--- src/hdl/counting_semaphore_wait_queue_defines.svh ---
`ifndef COUNTING_SEMAPHORE_WAIT_QUEUE_DEFINES_SVH
`define COUNTING_SEMAPHORE_WAIT_QUEUE_DEFINES_SVH

// Check that cons holds in the same cycle whenever ante holds.
`define CSW_ASSERT_NOW(label, ante, cons, msg) \
   label: assert property (@(posedge clock) disable iff (reset) (ante) |-> (cons)) \
      else $error(msg);

// Check that cons holds in the cycle after ante holds.
`define CSW_ASSERT_NEXT(label, ante, cons, msg) \
   label: assert property (@(posedge clock) disable iff (reset) (ante) |=> (cons)) \
      else $error(msg);

`endif

--- src/hdl/csw_pkg.sv ---
`timescale 1ns / 1ps

package csw_pkg;

   localparam int MAX_WAITERS    = 16;
   localparam int THREAD_ID_BITS = 8;

   localparam int PTR_BITS       = $clog2(MAX_WAITERS);
   localparam int WAIT_CNT_BITS  = $clog2(MAX_WAITERS + 1);
   localparam int REQ_DATA_BITS  = ((THREAD_ID_BITS + 7) / 8) * 8;
   localparam int RSP_ID_BITS    = 8;
   localparam int COUNT_BITS     = 18;
   localparam int INIT_BITS      = 16;
   localparam int REQ_TYPE_BITS  = 2;
   localparam int STATUS_BITS    = 4;

   localparam logic signed [COUNT_BITS-1:0] COUNT_MAX = {1'b0, {(COUNT_BITS-1){1'b1}}};
   localparam logic signed [COUNT_BITS-1:0] COUNT_ONE = COUNT_BITS'(1);

   // request codes
   localparam logic [REQ_TYPE_BITS-1:0] REQ_WAIT   = 2'd0;
   localparam logic [REQ_TYPE_BITS-1:0] REQ_SIGNAL = 2'd1;
   localparam logic [REQ_TYPE_BITS-1:0] REQ_TRY    = 2'd2;
   localparam logic [REQ_TYPE_BITS-1:0] REQ_CLOSE  = 2'd3;

   // response status codes
   localparam logic [STATUS_BITS-1:0] ST_GRANTED     = 4'd0;
   localparam logic [STATUS_BITS-1:0] ST_BLOCKED     = 4'd1;
   localparam logic [STATUS_BITS-1:0] ST_WOKEN       = 4'd2;
   localparam logic [STATUS_BITS-1:0] ST_TRY_FAILED  = 4'd3;
   localparam logic [STATUS_BITS-1:0] ST_CLOSED_ERR  = 4'd4;
   localparam logic [STATUS_BITS-1:0] ST_CLOSE_DONE  = 4'd5;
   localparam logic [STATUS_BITS-1:0] ST_QUEUE_FULL  = 4'd6;
   localparam logic [STATUS_BITS-1:0] ST_SIGNAL_DONE = 4'd7;
   localparam logic [STATUS_BITS-1:0] ST_WOKEN_CLOSE = 4'd8;

   typedef enum logic [2:0] {
      OP_NONE,
      OP_WAIT,
      OP_TRY,
      OP_SIGNAL,
      OP_SIG_DONE,
      OP_CLOSE_STEP
   } op_type;

   typedef struct packed {
      logic   latch;
      op_type op;
   } cmd_type;

   typedef struct packed {
      logic [REQ_TYPE_BITS-1:0] req_type;
      logic                     out_free;
      logic                     wake;
      logic                     has_waiters;
   } sts_type;

   function automatic logic [RSP_ID_BITS-1:0] to_rsp_id(
      input logic [THREAD_ID_BITS-1:0] id
   );
      logic [31:0] wide;
      wide = 32'(id);
      return wide[RSP_ID_BITS-1:0];
   endfunction

endpackage

--- src/hdl/csw_ctrl.sv ---
`timescale 1ns / 1ps

module csw_ctrl (
   input  logic             clock,
   input  logic             reset,
   input  logic             req_tvalid,
   output logic             req_tready,
   input  csw_pkg::sts_type sts,
   output csw_pkg::cmd_type cmd
);

   typedef enum logic [1:0] {
      S_IDLE,
      S_EXEC,
      S_SIG_DONE
   } state_type;

   state_type state_ff;
   state_type state_in;

   assign req_tready = (state_ff == S_IDLE);

   always_comb begin
      state_in  = state_ff;
      cmd.latch = req_tvalid && (state_ff == S_IDLE);
      cmd.op    = csw_pkg::OP_NONE;
      case (state_ff)
         S_IDLE: begin
            if (req_tvalid) begin
               state_in = S_EXEC;
            end
         end
         S_EXEC: begin
            if (sts.out_free) begin
               case (sts.req_type)
                  csw_pkg::REQ_WAIT: begin
                     cmd.op   = csw_pkg::OP_WAIT;
                     state_in = S_IDLE;
                  end
                  csw_pkg::REQ_SIGNAL: begin
                     cmd.op   = csw_pkg::OP_SIGNAL;
                     state_in = sts.wake ? S_SIG_DONE : S_IDLE;
                  end
                  csw_pkg::REQ_TRY: begin
                     cmd.op   = csw_pkg::OP_TRY;
                     state_in = S_IDLE;
                  end
                  csw_pkg::REQ_CLOSE: begin
                     // stay here while waiters remain to be released
                     cmd.op   = csw_pkg::OP_CLOSE_STEP;
                     state_in = sts.has_waiters ? S_EXEC : S_IDLE;
                  end
                  default: begin
                     state_in = S_IDLE;
                  end
               endcase
            end
         end
         S_SIG_DONE: begin
            if (sts.out_free) begin
               cmd.op   = csw_pkg::OP_SIG_DONE;
               state_in = S_IDLE;
            end
         end
         default: begin
            state_in = S_IDLE;
         end
      endcase
   end

   always_ff @(posedge clock) begin
      if (reset) begin
         state_ff <= S_IDLE;
      end else begin
         state_ff <= state_in;
      end
   end

endmodule

--- src/hdl/csw_datapath.sv ---
`timescale 1ns / 1ps

module csw_datapath (
   input  logic                                  clock,
   input  logic                                  reset,
   input  logic                                  csr_wr_en,
   input  logic [csw_pkg::INIT_BITS-1:0]         csr_wr_data,
   input  logic [csw_pkg::REQ_TYPE_BITS-1:0]     req_type,
   input  logic [csw_pkg::THREAD_ID_BITS-1:0]    req_caller,
   input  csw_pkg::cmd_type                      cmd,
   output csw_pkg::sts_type                      sts,
   output logic                                  rsp_tvalid,
   input  logic                                  rsp_tready,
   output logic [csw_pkg::STATUS_BITS-1:0]       rsp_status,
   output logic [csw_pkg::RSP_ID_BITS-1:0]       rsp_id,
   output logic                                  rsp_last
);

   logic signed [csw_pkg::COUNT_BITS-1:0]    count_ff, count_in;
   logic                                     closed_ff, closed_in;
   logic [csw_pkg::PTR_BITS-1:0]             rd_ptr_ff, rd_ptr_in;
   logic [csw_pkg::PTR_BITS-1:0]             wr_ptr_ff, wr_ptr_in;
   logic [csw_pkg::WAIT_CNT_BITS-1:0]        total_ff, total_in;
   logic [csw_pkg::REQ_TYPE_BITS-1:0]        req_type_ff;
   logic [csw_pkg::THREAD_ID_BITS-1:0]       caller_ff;
   logic [csw_pkg::THREAD_ID_BITS-1:0]       mem [csw_pkg::MAX_WAITERS];
   logic [csw_pkg::THREAD_ID_BITS-1:0]       rd_data_ff;
   logic                                     mem_we;
   logic                                     rsp_valid_ff, rsp_valid_in;
   logic [csw_pkg::STATUS_BITS-1:0]          rsp_status_ff, rsp_status_in;
   logic [csw_pkg::RSP_ID_BITS-1:0]          rsp_id_ff, rsp_id_in;
   logic                                     rsp_last_ff, rsp_last_in;
   logic                                     emit;
   logic                                     count_pos;
   logic                                     count_max;
   logic                                     has_waiters;
   logic                                     queue_full;
   logic                                     wake;
   logic                                     out_free;

   function automatic logic [csw_pkg::PTR_BITS-1:0] advance(
      input logic [csw_pkg::PTR_BITS-1:0] p
   );
      return (p == csw_pkg::PTR_BITS'(csw_pkg::MAX_WAITERS - 1)) ? '0 : p + 1'b1;
   endfunction

   assign count_pos   = !count_ff[csw_pkg::COUNT_BITS-1] && (count_ff != '0);
   assign count_max   = (count_ff == csw_pkg::COUNT_MAX);
   assign has_waiters = (total_ff != '0);
   assign queue_full  = (total_ff == csw_pkg::WAIT_CNT_BITS'(csw_pkg::MAX_WAITERS));
   // outside a close, a negative count means waiters are queued; a close releases waiters without raising the count
   assign wake        = count_ff[csw_pkg::COUNT_BITS-1] && has_waiters;
   assign out_free    = !rsp_valid_ff || rsp_tready;

   assign sts.req_type    = req_type_ff;
   assign sts.out_free    = out_free;
   assign sts.wake        = wake;
   assign sts.has_waiters = has_waiters;

   always_comb begin
      count_in      = count_ff;
      closed_in     = closed_ff;
      rd_ptr_in     = rd_ptr_ff;
      wr_ptr_in     = wr_ptr_ff;
      total_in      = total_ff;
      mem_we        = 1'b0;
      emit          = 1'b0;
      rsp_status_in = rsp_status_ff;
      rsp_id_in     = csw_pkg::to_rsp_id(caller_ff);
      rsp_last_in   = 1'b1;
      case (cmd.op)
         csw_pkg::OP_WAIT: begin
            emit = 1'b1;
            if (closed_ff) begin
               rsp_status_in = csw_pkg::ST_CLOSED_ERR;
            end else if (count_pos) begin
               count_in      = count_ff - csw_pkg::COUNT_ONE;
               rsp_status_in = csw_pkg::ST_GRANTED;
            end else if (queue_full) begin
               rsp_status_in = csw_pkg::ST_QUEUE_FULL;
            end else begin
               count_in      = count_ff - csw_pkg::COUNT_ONE;
               mem_we        = 1'b1;
               wr_ptr_in     = advance(wr_ptr_ff);
               total_in      = total_ff + 1'b1;
               rsp_status_in = csw_pkg::ST_BLOCKED;
            end
         end
         csw_pkg::OP_TRY: begin
            emit = 1'b1;
            if (closed_ff) begin
               rsp_status_in = csw_pkg::ST_CLOSED_ERR;
            end else if (count_pos) begin
               count_in      = count_ff - csw_pkg::COUNT_ONE;
               rsp_status_in = csw_pkg::ST_GRANTED;
            end else begin
               rsp_status_in = csw_pkg::ST_TRY_FAILED;
            end
         end
         csw_pkg::OP_SIGNAL: begin
            emit = 1'b1;
            if (!count_max) begin
               count_in = count_ff + csw_pkg::COUNT_ONE;
            end
            if (wake) begin
               rd_ptr_in     = advance(rd_ptr_ff);
               total_in      = total_ff - 1'b1;
               rsp_status_in = csw_pkg::ST_WOKEN;
               rsp_id_in     = csw_pkg::to_rsp_id(rd_data_ff);
               rsp_last_in   = 1'b0;
            end else begin
               rsp_status_in = csw_pkg::ST_SIGNAL_DONE;
            end
         end
         csw_pkg::OP_SIG_DONE: begin
            emit          = 1'b1;
            rsp_status_in = csw_pkg::ST_SIGNAL_DONE;
         end
         csw_pkg::OP_CLOSE_STEP: begin
            emit      = 1'b1;
            closed_in = 1'b1;
            if (has_waiters) begin
               rd_ptr_in     = advance(rd_ptr_ff);
               total_in      = total_ff - 1'b1;
               rsp_status_in = csw_pkg::ST_WOKEN_CLOSE;
               rsp_id_in     = csw_pkg::to_rsp_id(rd_data_ff);
               rsp_last_in   = 1'b0;
            end else begin
               if (!count_pos) begin
                  count_in = csw_pkg::COUNT_ONE;
               end
               rsp_status_in = csw_pkg::ST_CLOSE_DONE;
            end
         end
         default: begin
            emit = 1'b0;
         end
      endcase
      // a register write re-creates the semaphore
      if (csr_wr_en) begin
         count_in  = csw_pkg::COUNT_BITS'(csr_wr_data);
         closed_in = 1'b0;
         rd_ptr_in = '0;
         wr_ptr_in = '0;
         total_in  = '0;
      end
      rsp_valid_in = emit || (rsp_valid_ff && !rsp_tready);
   end

   always_ff @(posedge clock) begin
      if (reset) begin
         count_ff     <= '0;
         closed_ff    <= 1'b0;
         rd_ptr_ff    <= '0;
         wr_ptr_ff    <= '0;
         total_ff     <= '0;
         rsp_valid_ff <= 1'b0;
      end else begin
         count_ff     <= count_in;
         closed_ff    <= closed_in;
         rd_ptr_ff    <= rd_ptr_in;
         wr_ptr_ff    <= wr_ptr_in;
         total_ff     <= total_in;
         rsp_valid_ff <= rsp_valid_in;
      end
   end

   always_ff @(posedge clock) begin
      if (cmd.latch) begin
         req_type_ff <= req_type;
         caller_ff   <= req_caller;
      end
      if (emit) begin
         rsp_status_ff <= rsp_status_in;
         rsp_id_ff     <= rsp_id_in;
         rsp_last_ff   <= rsp_last_in;
      end
   end

   // queue storage; read ahead at the next head so a drain runs every cycle while the response output is free
   always_ff @(posedge clock) begin
      if (mem_we) begin
         mem[wr_ptr_ff] <= caller_ff;
      end
      rd_data_ff <= mem[rd_ptr_in];
   end

   assign rsp_tvalid = rsp_valid_ff;
   assign rsp_status = rsp_status_ff;
   assign rsp_id     = rsp_id_ff;
   assign rsp_last   = rsp_last_ff;

endmodule

--- src/hdl/counting_semaphore_wait_queue.sv ---
// A taken request is latched into the datapath request registers; in S_EXEC the state machine
// then issues its first response into the output register once that register is free.
// A signal that wakes a waiter adds a response from S_SIG_DONE, and a close stays in S_EXEC
// while waiters remain; the state machine handles one request at a time.
// Reset is synchronous and active high: the count loads 0, the queue empties, closed clears.
`timescale 1ns / 1ps
`include "counting_semaphore_wait_queue_defines.svh"

module counting_semaphore_wait_queue (
   input  logic                                  clock,
   input  logic                                  reset,
   input  logic                                  csr_wr_en,
   input  logic [csw_pkg::INIT_BITS-1:0]         csr_wr_data,    // initial_count
   input  logic                                  req_tvalid,
   output logic                                  req_tready,
   input  logic [csw_pkg::REQ_DATA_BITS-1:0]     req_tdata,      // caller_id
   input  logic [csw_pkg::REQ_TYPE_BITS-1:0]     req_tuser,      // req_type
   output logic                                  rsp_tvalid,
   input  logic                                  rsp_tready,
   output logic [csw_pkg::RSP_ID_BITS-1:0]       rsp_tdata,      // thread_id
   output logic [csw_pkg::STATUS_BITS-1:0]       rsp_tuser,      // status
   output logic                                  rsp_tlast
);

   csw_pkg::cmd_type cmd;
   csw_pkg::sts_type sts;

   csw_ctrl u_ctrl (
      .clock      (clock),
      .reset      (reset),
      .req_tvalid (req_tvalid),
      .req_tready (req_tready),
      .sts        (sts),
      .cmd        (cmd)
   );

   csw_datapath u_datapath (
      .clock       (clock),
      .reset       (reset),
      .csr_wr_en   (csr_wr_en),
      .csr_wr_data (csr_wr_data),
      .req_type    (req_tuser),
      .req_caller  (req_tdata[csw_pkg::THREAD_ID_BITS-1:0]),
      .cmd         (cmd),
      .sts         (sts),
      .rsp_tvalid  (rsp_tvalid),
      .rsp_tready  (rsp_tready),
      .rsp_status  (rsp_tuser),
      .rsp_id      (rsp_tdata),
      .rsp_last    (rsp_tlast)
   );

   `CSW_ASSERT_NEXT(a_one_request_at_a_time, req_tvalid && req_tready, !req_tready, "busy take")
   `CSW_ASSERT_NOW(a_partial_blocks_input, rsp_tvalid && !rsp_tlast, !req_tready, "input open")
   `CSW_ASSERT_NOW(a_woken_not_last, rsp_tvalid && (rsp_tuser == csw_pkg::ST_WOKEN), !rsp_tlast, "woken last")

endmodule
--- config.mk ---
export PLATFORM = sky130hd
export DESIGN_NAME = counting_semaphore_wait_queue
export DESIGN_NICKNAME = d
export VERILOG_FILES = /design/src/hdl/csw_pkg.sv /design/src/hdl/csw_ctrl.sv /design/src/hdl/csw_datapath.sv /design/src/hdl/counting_semaphore_wait_queue.sv
export VERILOG_INCLUDE_DIRS = /design/src /design/src/hdl
export SDC_FILE = /design/constraint.sdc
export NUM_CORES = 1
export LEC_CHECK = 0
export ABC_CLOCK_PERIOD_IN_PS = 5060
export BUFFER_PORTS_ARGS = -buffer_cell sky130_fd_sc_hd__buf_2
export CAP_MARGIN = 10
export CORE_MARGIN = 2
export CORE_UTILIZATION = 53
export CTS_BUF_LIST = sky130_fd_sc_hd__clkbuf_8
export CTS_CLUSTER_SIZE = 14
export DETAILED_ROUTE_END_ITERATION = 10
export PLACE_DENSITY_LB_ADDON = 0.08
export SETUP_SLACK_MARGIN = 0.05
export SLEW_MARGIN = 20
export SYNTH_ARGS = -nofsm -noshare
export SYNTH_HDL_FRONTEND = slang
export SYNTH_HIERARCHICAL = 1
export SYNTH_SLANG_ARGS = --single-unit
--- constraint.sdc ---
create_clock -name clock -period 5.06 [get_ports clock]
set_input_delay 0.759 -clock clock [delete_from_list [all_inputs] [get_ports clock]]
set_output_delay 0.759 -clock clock [all_outputs]
set_load 0.05 [all_outputs]
==> results of run 1 <==
cell type report:
cell class / count / share of cell area [%]
Sequential cell: 194 / 54.7
Multi-Input combinational cell: 451 / 34.6
Timing Repair Buffer: 64 / 3.73
Tap cell: 220 / 2.79
Clock buffer: 17 / 2.37
Clock inverter: 14 / 1.05
Inverter: 22 / 0.837
kinds of logic after synthesis:
kind of cell,after synthesis,share of synthesized area [%]
AOI/OAI and AO/OA,151,12.3
xor gates and xnor gates,18,1.74
adders and majority gates,34,4.87
buffers and inverters,59,2.78
DFF,194,59.7
muxes,34,6.71
and+or+nand+nor,214,11.9
worst max-delay path, delay by kind of cell (launching register included):
family	cells	cell delay [ns]
AO/OA/AOI/OAI	5	1.55
XOR/XNOR	1	0.11
adder cells (fa/ha/maj)	2	0.64
buffers and inverters	1	0.10
flip-flops	1	0.38
AND/OR/NAND/NOR	4	1.30
stage by stage:
stage	instance area (um^2)	setup WS, ns	std cells	utilization (%)
final	9870	0.876	982	59.3
after global routing	9870	0.473	982	59.3
after CTS	9870	0.914	982	59.3
after detailed placement	9530	0.634	951	57.3
after global placement	9530	0.800	951	57.3
after floorplan	9040	0.895	704	-
metal layers:
layer	vias to the layer above	GRT usage, %
met5	-	0
met4	0	6.26
met3	21	3.90
met2	145	39.4
met1	2964	27.6
li1	2797	-
flip-flops by register name (all words and copies together) (netlist names):
| signal | count |
|---|---|
| u_ctrl/state_ff | 2 |
| u_datapath/caller_ff | 8 |
| u_datapath/closed_ff | 1 |
| u_datapath/count_ff | 18 |
| u_datapath/mem | 128 |
| u_datapath/rd_data_ff | 8 |
| u_datapath/rd_ptr_ff | 4 |
| u_datapath/req_type_ff | 2 |
| u_datapath/rsp_id | 8 |
| u_datapath/rsp_last | 1 |
| u_datapath/rsp_status | 4 |
| u_datapath/rsp_tvalid | 1 |
| u_datapath/total_ff | 5 |
| u_datapath/wr_ptr_ff | 4 |
power by group through the flow:
stage | clock network (mW) | logic, mW | registers [mW]
2_1_floorplan | 0 | 0.185 | 1.83
3_3_place_gp | 0 | 0.267 | 1.82
3_5_place_dp | 0 | 0.273 | 1.82
4_1_cts | 0.930 | 0.274 | 1.78
5_1_grt | 0.989 | 0.302 | 1.79
6_report | 0.908 | 0.275 | 1.78
cells in the final DEF (no fill, tap or decap), types with 18 or more instances in the layout:
master	n
nor3_1	20
ha_1	32
edfxtp_1	151
inv_1	24
mux4_2	21
buf_2	45
buf_4	19
nand2_1	51
nor2_1	56
dfxtp_1	43
o21ai_0	18
nand2b_1	20
a21oi_1	37
worst paths after layout:
kind | end | cells past startpoint | start
max reg2reg | u_datapath/count_ff[16] | 13 | u_ctrl/state_ff[0]
min reg2reg | u_datapath/count_ff[8] | 2 | u_datapath/count_ff[8]
min | u_datapath/req_type_ff[0] | 1 | req_tuser[0]
max | u_datapath/count_ff[16] | 13 | u_ctrl/state_ff[0]
==> metrics.md, run 1 <==
| Metric | Value |
|---|---|
| Proportion of power drawn by the clock network | roughly 30% |
| Final Hold Fails | 0 |
| Port bufs | 45 |
| Antenna violations before repair | 0 |
| Metal-1 WL | approximately 8300 um |
| Vias in the first global route | 5863 |
| Width of the die | between 100 and 150 um |
| GPL Wtd Cong | between 0.8 and 0.9 |
| Detailed placer's ending HPWL | approximately 13000 um |
| GRT Total Usage | approximately 22% |
| Clock Path Buffers | 2 |
| Req. time, crit path | between 5 and 6 ns |
| Number of synthesized flops with an enable pin | 151 |
| Maxcap violations | 0 |
| HP Class | input port to flip-flop |
| Reg power frac | ~60% |
| Crit path DAT | approximately 4.6 ns |
| Endpoint type of the worst setup path | flip-flop |
| RSZ-0062 raised after global routing | false |
| Final WL | about 19000 um |
| Fin. max-slew vios | 0 |
| R2r setup slk | between 0.8 and 0.9 ns |
| Crit path kind | flip-flop to flip-flop |
| Sequential share of the synthesized area | 59.7% |
| Mapped Nets | ~770 |
| Pwr Total | slightly below 3 mW |
| Cell area after synthesis | between 9000 and 10000 um^2 |
| Core area | about 17000 um^2 |
| Logic pwr share | a little under a tenth |
| Drt first pass iters | 5 |
| Clock-pin slew on the worst setup and hold paths | ~0.09 ns |
| Global route overflow | 0 |
| Cts hold-fix bufs | 0 |
| CTS root buffer | clkbuf_8 |
| Most frequent cell after synthesis | edfxtp_1 |
| Post-synthesis cell count | a little over 700 |
| Via count | 5927 |
| First-pass GRT wire length | 30500 um |
| F_max | between 200 and 250 MHz |
| # diodes | 0 |
| Vias/cell | 6.04 |
| Die area | approximately 18000 um^2 |
| Filler cells | 1372 |
| Area of the multi-input gates | 3410 um^2 |
| Register Area | approximately 5400 um^2 |
| Post-Route Skew | roughly 0.013 ns |
| Worst IR drop on VDD | ~220 uV |
| TritonCTS clock tree | done |
| Final setup violation count | 0 |
| Lkg Pwr | 3.53 nW |
| Area leader, netlist | edfxtp_1 |
| Slowest CP cell | nor2_1 |
| I/O pin count | 46 |
| Worst-margin pin slew | slightly above 0.9 ns |
| Most area-consuming cells after synthesis | edfxtp_1, dfxtp_1, mux4_2 |
| H-Tree Depth | 4 |
| Largest net degree at the start of global routing | between 40 and 50 |
| Relative slew slack | between 30% and 40% |
| Worst-path cell chain | inv_1, ha_1, nand2_1, nor2_1, nand3b_1, ha_1, o21ai_0, a211oi_1, o21ai_0, nand2_1, a221oi_1, xnor2_1, a32o_1 |
| WL met2 | roughly 10000 um |
| Post-synth top cells | edfxtp_1, nor2_1, nand2_1, dfxtp_1, a21oi_1 |
| Syn Area/Cell | about 13 um^2 |
| CTS Buf Count | 17 |
| Cell Rows | 47 |
| DIE HEIGHT | 135 um |
| Area grow syn2layout | 9.19% |
| Switching pwr | around 0.77 mW |
| Top FF cell, synth | edfxtp_1 |
| Clk sinks | 194 |
| Synthesis Warnings | 6 |
| Starting Density | a little over half |
| Sw Share | 25.9% |
| Async S/R FF share, synth | 0% |
| Fin Hold WS | around 0.46 ns |
| Layout cell share with drive strength beyond 1 | between 10% and 20% |
| Slowest Stage Delay on Critical Path | approximately 0.7 ns |
| WL/cell | just under 20 um |
| DR iter-0 viols | ~420 |
| Worst Path Max Fanout | 17 |
| Post-cts sizing count | 0 |
| Crit path time final | 4.18 ns |
| Post-CTS Setup Inserts | 0 |
| Outcome | finished, final reports clean |
| Startpoint types | flip-flop |
| Drt drc | 0 |
| Final-stage net count | about 820 |
| Synth top area share | 50.2% |
| PD cells | between 300 and 400 nW/um^2 |
| Period utilization | just over 80% |
| ANT nets after route | 0 |
| FF+latch count, synth | roughly 190 |
| Yosys cell types | between 70 and 80 |
| Total negative setup slack | 0 ns |
| Clk Latency, worst-skew pair | between 0.4 and 0.5 ns |
| DR WL met3 | a little under 700 um |
| Highest Signal Layer | met4 |
| Int Pwr | 2.20 mW |
Power figures use the tool's default switching activity.
==> run 2: changes to the inputs <==
--- a/config.mk
+++ b/config.mk
@@ -6,7 +6,7 @@
 export SDC_FILE = /design/constraint.sdc
 export NUM_CORES = 1
 export LEC_CHECK = 0
-export ABC_CLOCK_PERIOD_IN_PS = 5060
+export ABC_CLOCK_PERIOD_IN_PS = 4100
 export BUFFER_PORTS_ARGS = -buffer_cell sky130_fd_sc_hd__buf_2
 export CAP_MARGIN = 10
 export CORE_MARGIN = 2
==> constraint.sdc (replaced) <==
create_clock -name clock -period 4.1 [get_ports clock]
set_input_delay 0.615 -clock clock [delete_from_list [all_inputs] [get_ports clock]]
set_output_delay 0.615 -clock clock [all_outputs]
set_load 0.05 [all_outputs]
==> run 2 against run 1 <==
Against the previous run: combinational power is 23% higher; critical endpoint is now u_datapath/total_ff[4]; count of clock-buffer cells in the layout stayed put; worst hold slack worse by 0.15 ns.
==> metrics.md, run 2 (synthesis results as in run 1) <==
| Metric | Value |
|---|---|
| Slowest CP cell | fa_1 |
| Final-stage net count | 824 (+1.1%) |
| Startpoint types | flip-flop |
| Drt drc | 0 (unchanged) |
| Worst Path Max Fanout | 17 (unchanged) |
| Crit path kind | flip-flop to flip-flop |
| Detailed placer's ending HPWL | 13500 um (+1.9%) |
| TritonCTS clock tree | done |
| I/O pin count | 46 (unchanged) |
| DP Cell Count | 960 (+0.95%) |
| Global route overflow | 0 (unchanged) |
| GPL Wtd Cong | 0.877 (-2.5%) |
| Crit path DAT | 3.90 ns (-0.65 ns) |
| Req. time, crit path | 4.46 ns (-0.96 ns) |
| Layout cell share with drive strength beyond 1 | 18.7% (+1.5 points) |
| Register Area | 5400 um^2 (unchanged) |
| Area grow syn2layout | 11.0% |
| Most frequent cells in the layout | edfxtp_1, nor2_1, nand2_1, buf_2, dfxtp_1 |
| DR iter-0 viols | 534 (+28%) |
| Lkg Pwr | 3.61 nW (+2.2%) |
| Starting Density | 54.3% (unchanged) |
| CTS root buffer | clkbuf_8 |
| Drt first pass iters | 5 (unchanged) |
| PD cells | 381 nW/um^2 (+27%) |
| DIE HEIGHT | 135 um (unchanged) |
| Endpoint type of the worst setup path | flip-flop |
| Cts hold-fix bufs | 0 (unchanged) |
| Area of the multi-input gates | 3410 um^2 (unchanged) |
| Core area | 16600 um^2 (unchanged) |
| Largest Register | u_datapath/mem |
| Clk Latency, worst-skew pair | 0.47 ns (about the same) |
| Critical path's top delay family | adder cells |
| CTS Buf Count | 17 (unchanged) |
| Crit path time final | 3.54 ns (-0.644 ns) |
| Antenna violations before repair | 0 (unchanged) |
| Biggest registers after layout | u_datapath/mem (128), u_datapath/count_ff (18) |
| Fin. max-slew vios | 0 (unchanged) |
| Via count | 5939 (+0.20%) |
| Finished Layout Cells | 992 (+1.0%) |
| Final setup violation count | 0 (unchanged) |
| F_max | 282 MHz (+18%) |
| First-pass GRT wire length | 31000 um (+1.6%) |
| Final WL | 19800 um (+2.3%) |
| Slowest Stage Delay on Critical Path | 0.51 ns (-0.20 ns) |
| Post-CTS Setup Inserts | 0 (unchanged) |
| Post-Route Skew | 0.0183 ns (+0.00532 ns) |
| H-Tree Depth | 4 (unchanged) |
| Final Hold Fails | 0 (unchanged) |
| Filler cells | 1348 (-1.7%) |
| Cell Rows | 47 (unchanged) |
| Buf/Inv on CP | 3 (+2) |
| RSZ-0062 raised after global routing | false |
| Most common cell after layout, fill and taps aside | edfxtp_1 |
| Worst IR drop on VDD | 297 uV (+37%) |
| Maxcap violations | 0 (unchanged) |
| Clock Path Buffers | 2 (unchanged) |
| Largest register FFs | 128 (unchanged) |
| Vias in the first global route | 5826 (-0.63%) |
| # diodes | 0 (unchanged) |
| Largest net degree at the start of global routing | 46 (unchanged) |
| HP Class | input port to flip-flop |
| Worst-margin pin slew | 0.863 ns (-0.0675 ns) |
| Total negative setup slack | 0 ns (unchanged) |
| Post-cts sizing count | 0 (unchanged) |
| Worst Reg-to-Reg Cells | 15 (+2) |
| WL/cell | 19.9 um (+1.3%) |
| ANT nets after route | 0 (unchanged) |
| Hold path depth | 1 (unchanged) |
| Die area | 18100 um^2 (unchanged) |
| Width of the die | 135 um (unchanged) |
| Outcome | finished, final reports clean |
| Worst-path cell chain | inv_1, ha_1, nand3_1, nor2_1, buf_4, nor2b_1, o21ai_0, inv_1, fa_1, a21o_1, a21oi_1, xnor2_1, nor3_1, xnor2_1, nor2_1 |
| Vias/cell | 5.99 (-0.81%) |
| Port bufs | 45 (unchanged) |
| GRT Total Usage | 22.6% (+0.59 points) |
| Period utilization | 86.3% (+3.7 points) |
| Relative slew slack | 42.5% (+4.7 points) |
| Clk sinks | 194 (unchanged) |
| Crit path depth | 15 (+2) |
| Clock-pin slew on the worst setup and hold paths | 0.12 ns (+0.03 ns) |
run 2: final cells by class:
cell class	count	area share, %
Timing Repair Buffer	73	4.34
Multi-Input combinational cell	451	34.0
Tap cell	220	2.74
Sequential cell	194	53.8
Clock inverter	15	1.96
Clock buffer	17	2.33
Inverter	22	0.823
run 2: where the power goes:
part	switching (mW)	total, mW	internal, mW
logic	0.205	0.338	0.134
registers	0.0459	2.20	2.15
clock network	0.805	1.29	0.484
run 2: routing by layer:
| layer | vias up | routed length, um | track usage [%] |
|---|---|---|---|
| met1 | 2949 | 8270 | 28.2 |
| li1 | 2813 | - | - |
| met2 | 156 | 10400 | 40.6 |
| met3 | 21 | 768 | 4.05 |
| met4 | 0 | 337 | 6.37 |
| met5 | - | 0 | 0 |
run 2: worst paths after layout:
kind                                    end                    from  slack, ns
hold reg to reg      u_datapath/count_ff[8]  u_datapath/count_ff[8]       0.52
setup reg to reg     u_datapath/total_ff[4]      u_ctrl/state_ff[0]       0.56
setup / recovery     u_datapath/total_ff[4]      u_ctrl/state_ff[0]       0.56
hold / removal    u_datapath/req_type_ff[0]            req_tuser[0]       0.31
run 2: worst register-to-register path, cell delays in order, from the launching register on:
cell and delay, ns:
dfxtp_1 0.37, inv_1 0.09, ha_1 0.32, nand3_1 0.10, nor2_1 0.15, buf_4 0.22
nor2b_1 0.14, o21ai_0 0.40, inv_1 0.29, fa_1 0.51, a21o_1 0.18, a21oi_1 0.20
xnor2_1 0.09, nor3_1 0.20, xnor2_1 0.15, nor2_1 0.05
run 2: metrics by stage:
step / setup WS (ns) / hold WS [ns] / power [mW] / utilization [%] / area [um^2]
after CTS: 0.563 / 0.279 / 3.86 / 60.3 / 10000
final: 0.560 / 0.313 / 3.83 / 60.3 / 10000
after floorplan: 0.0790 / 0.462 / 2.48 / - / 9040
after global placement: 0.560 / 0.501 / 2.58 / 57.7 / 9600
after global routing: 0.213 / 0.274 / 3.97 / 60.3 / 10000
after detailed placement: 0.476 / 0.515 / 2.58 / 57.7 / 9600
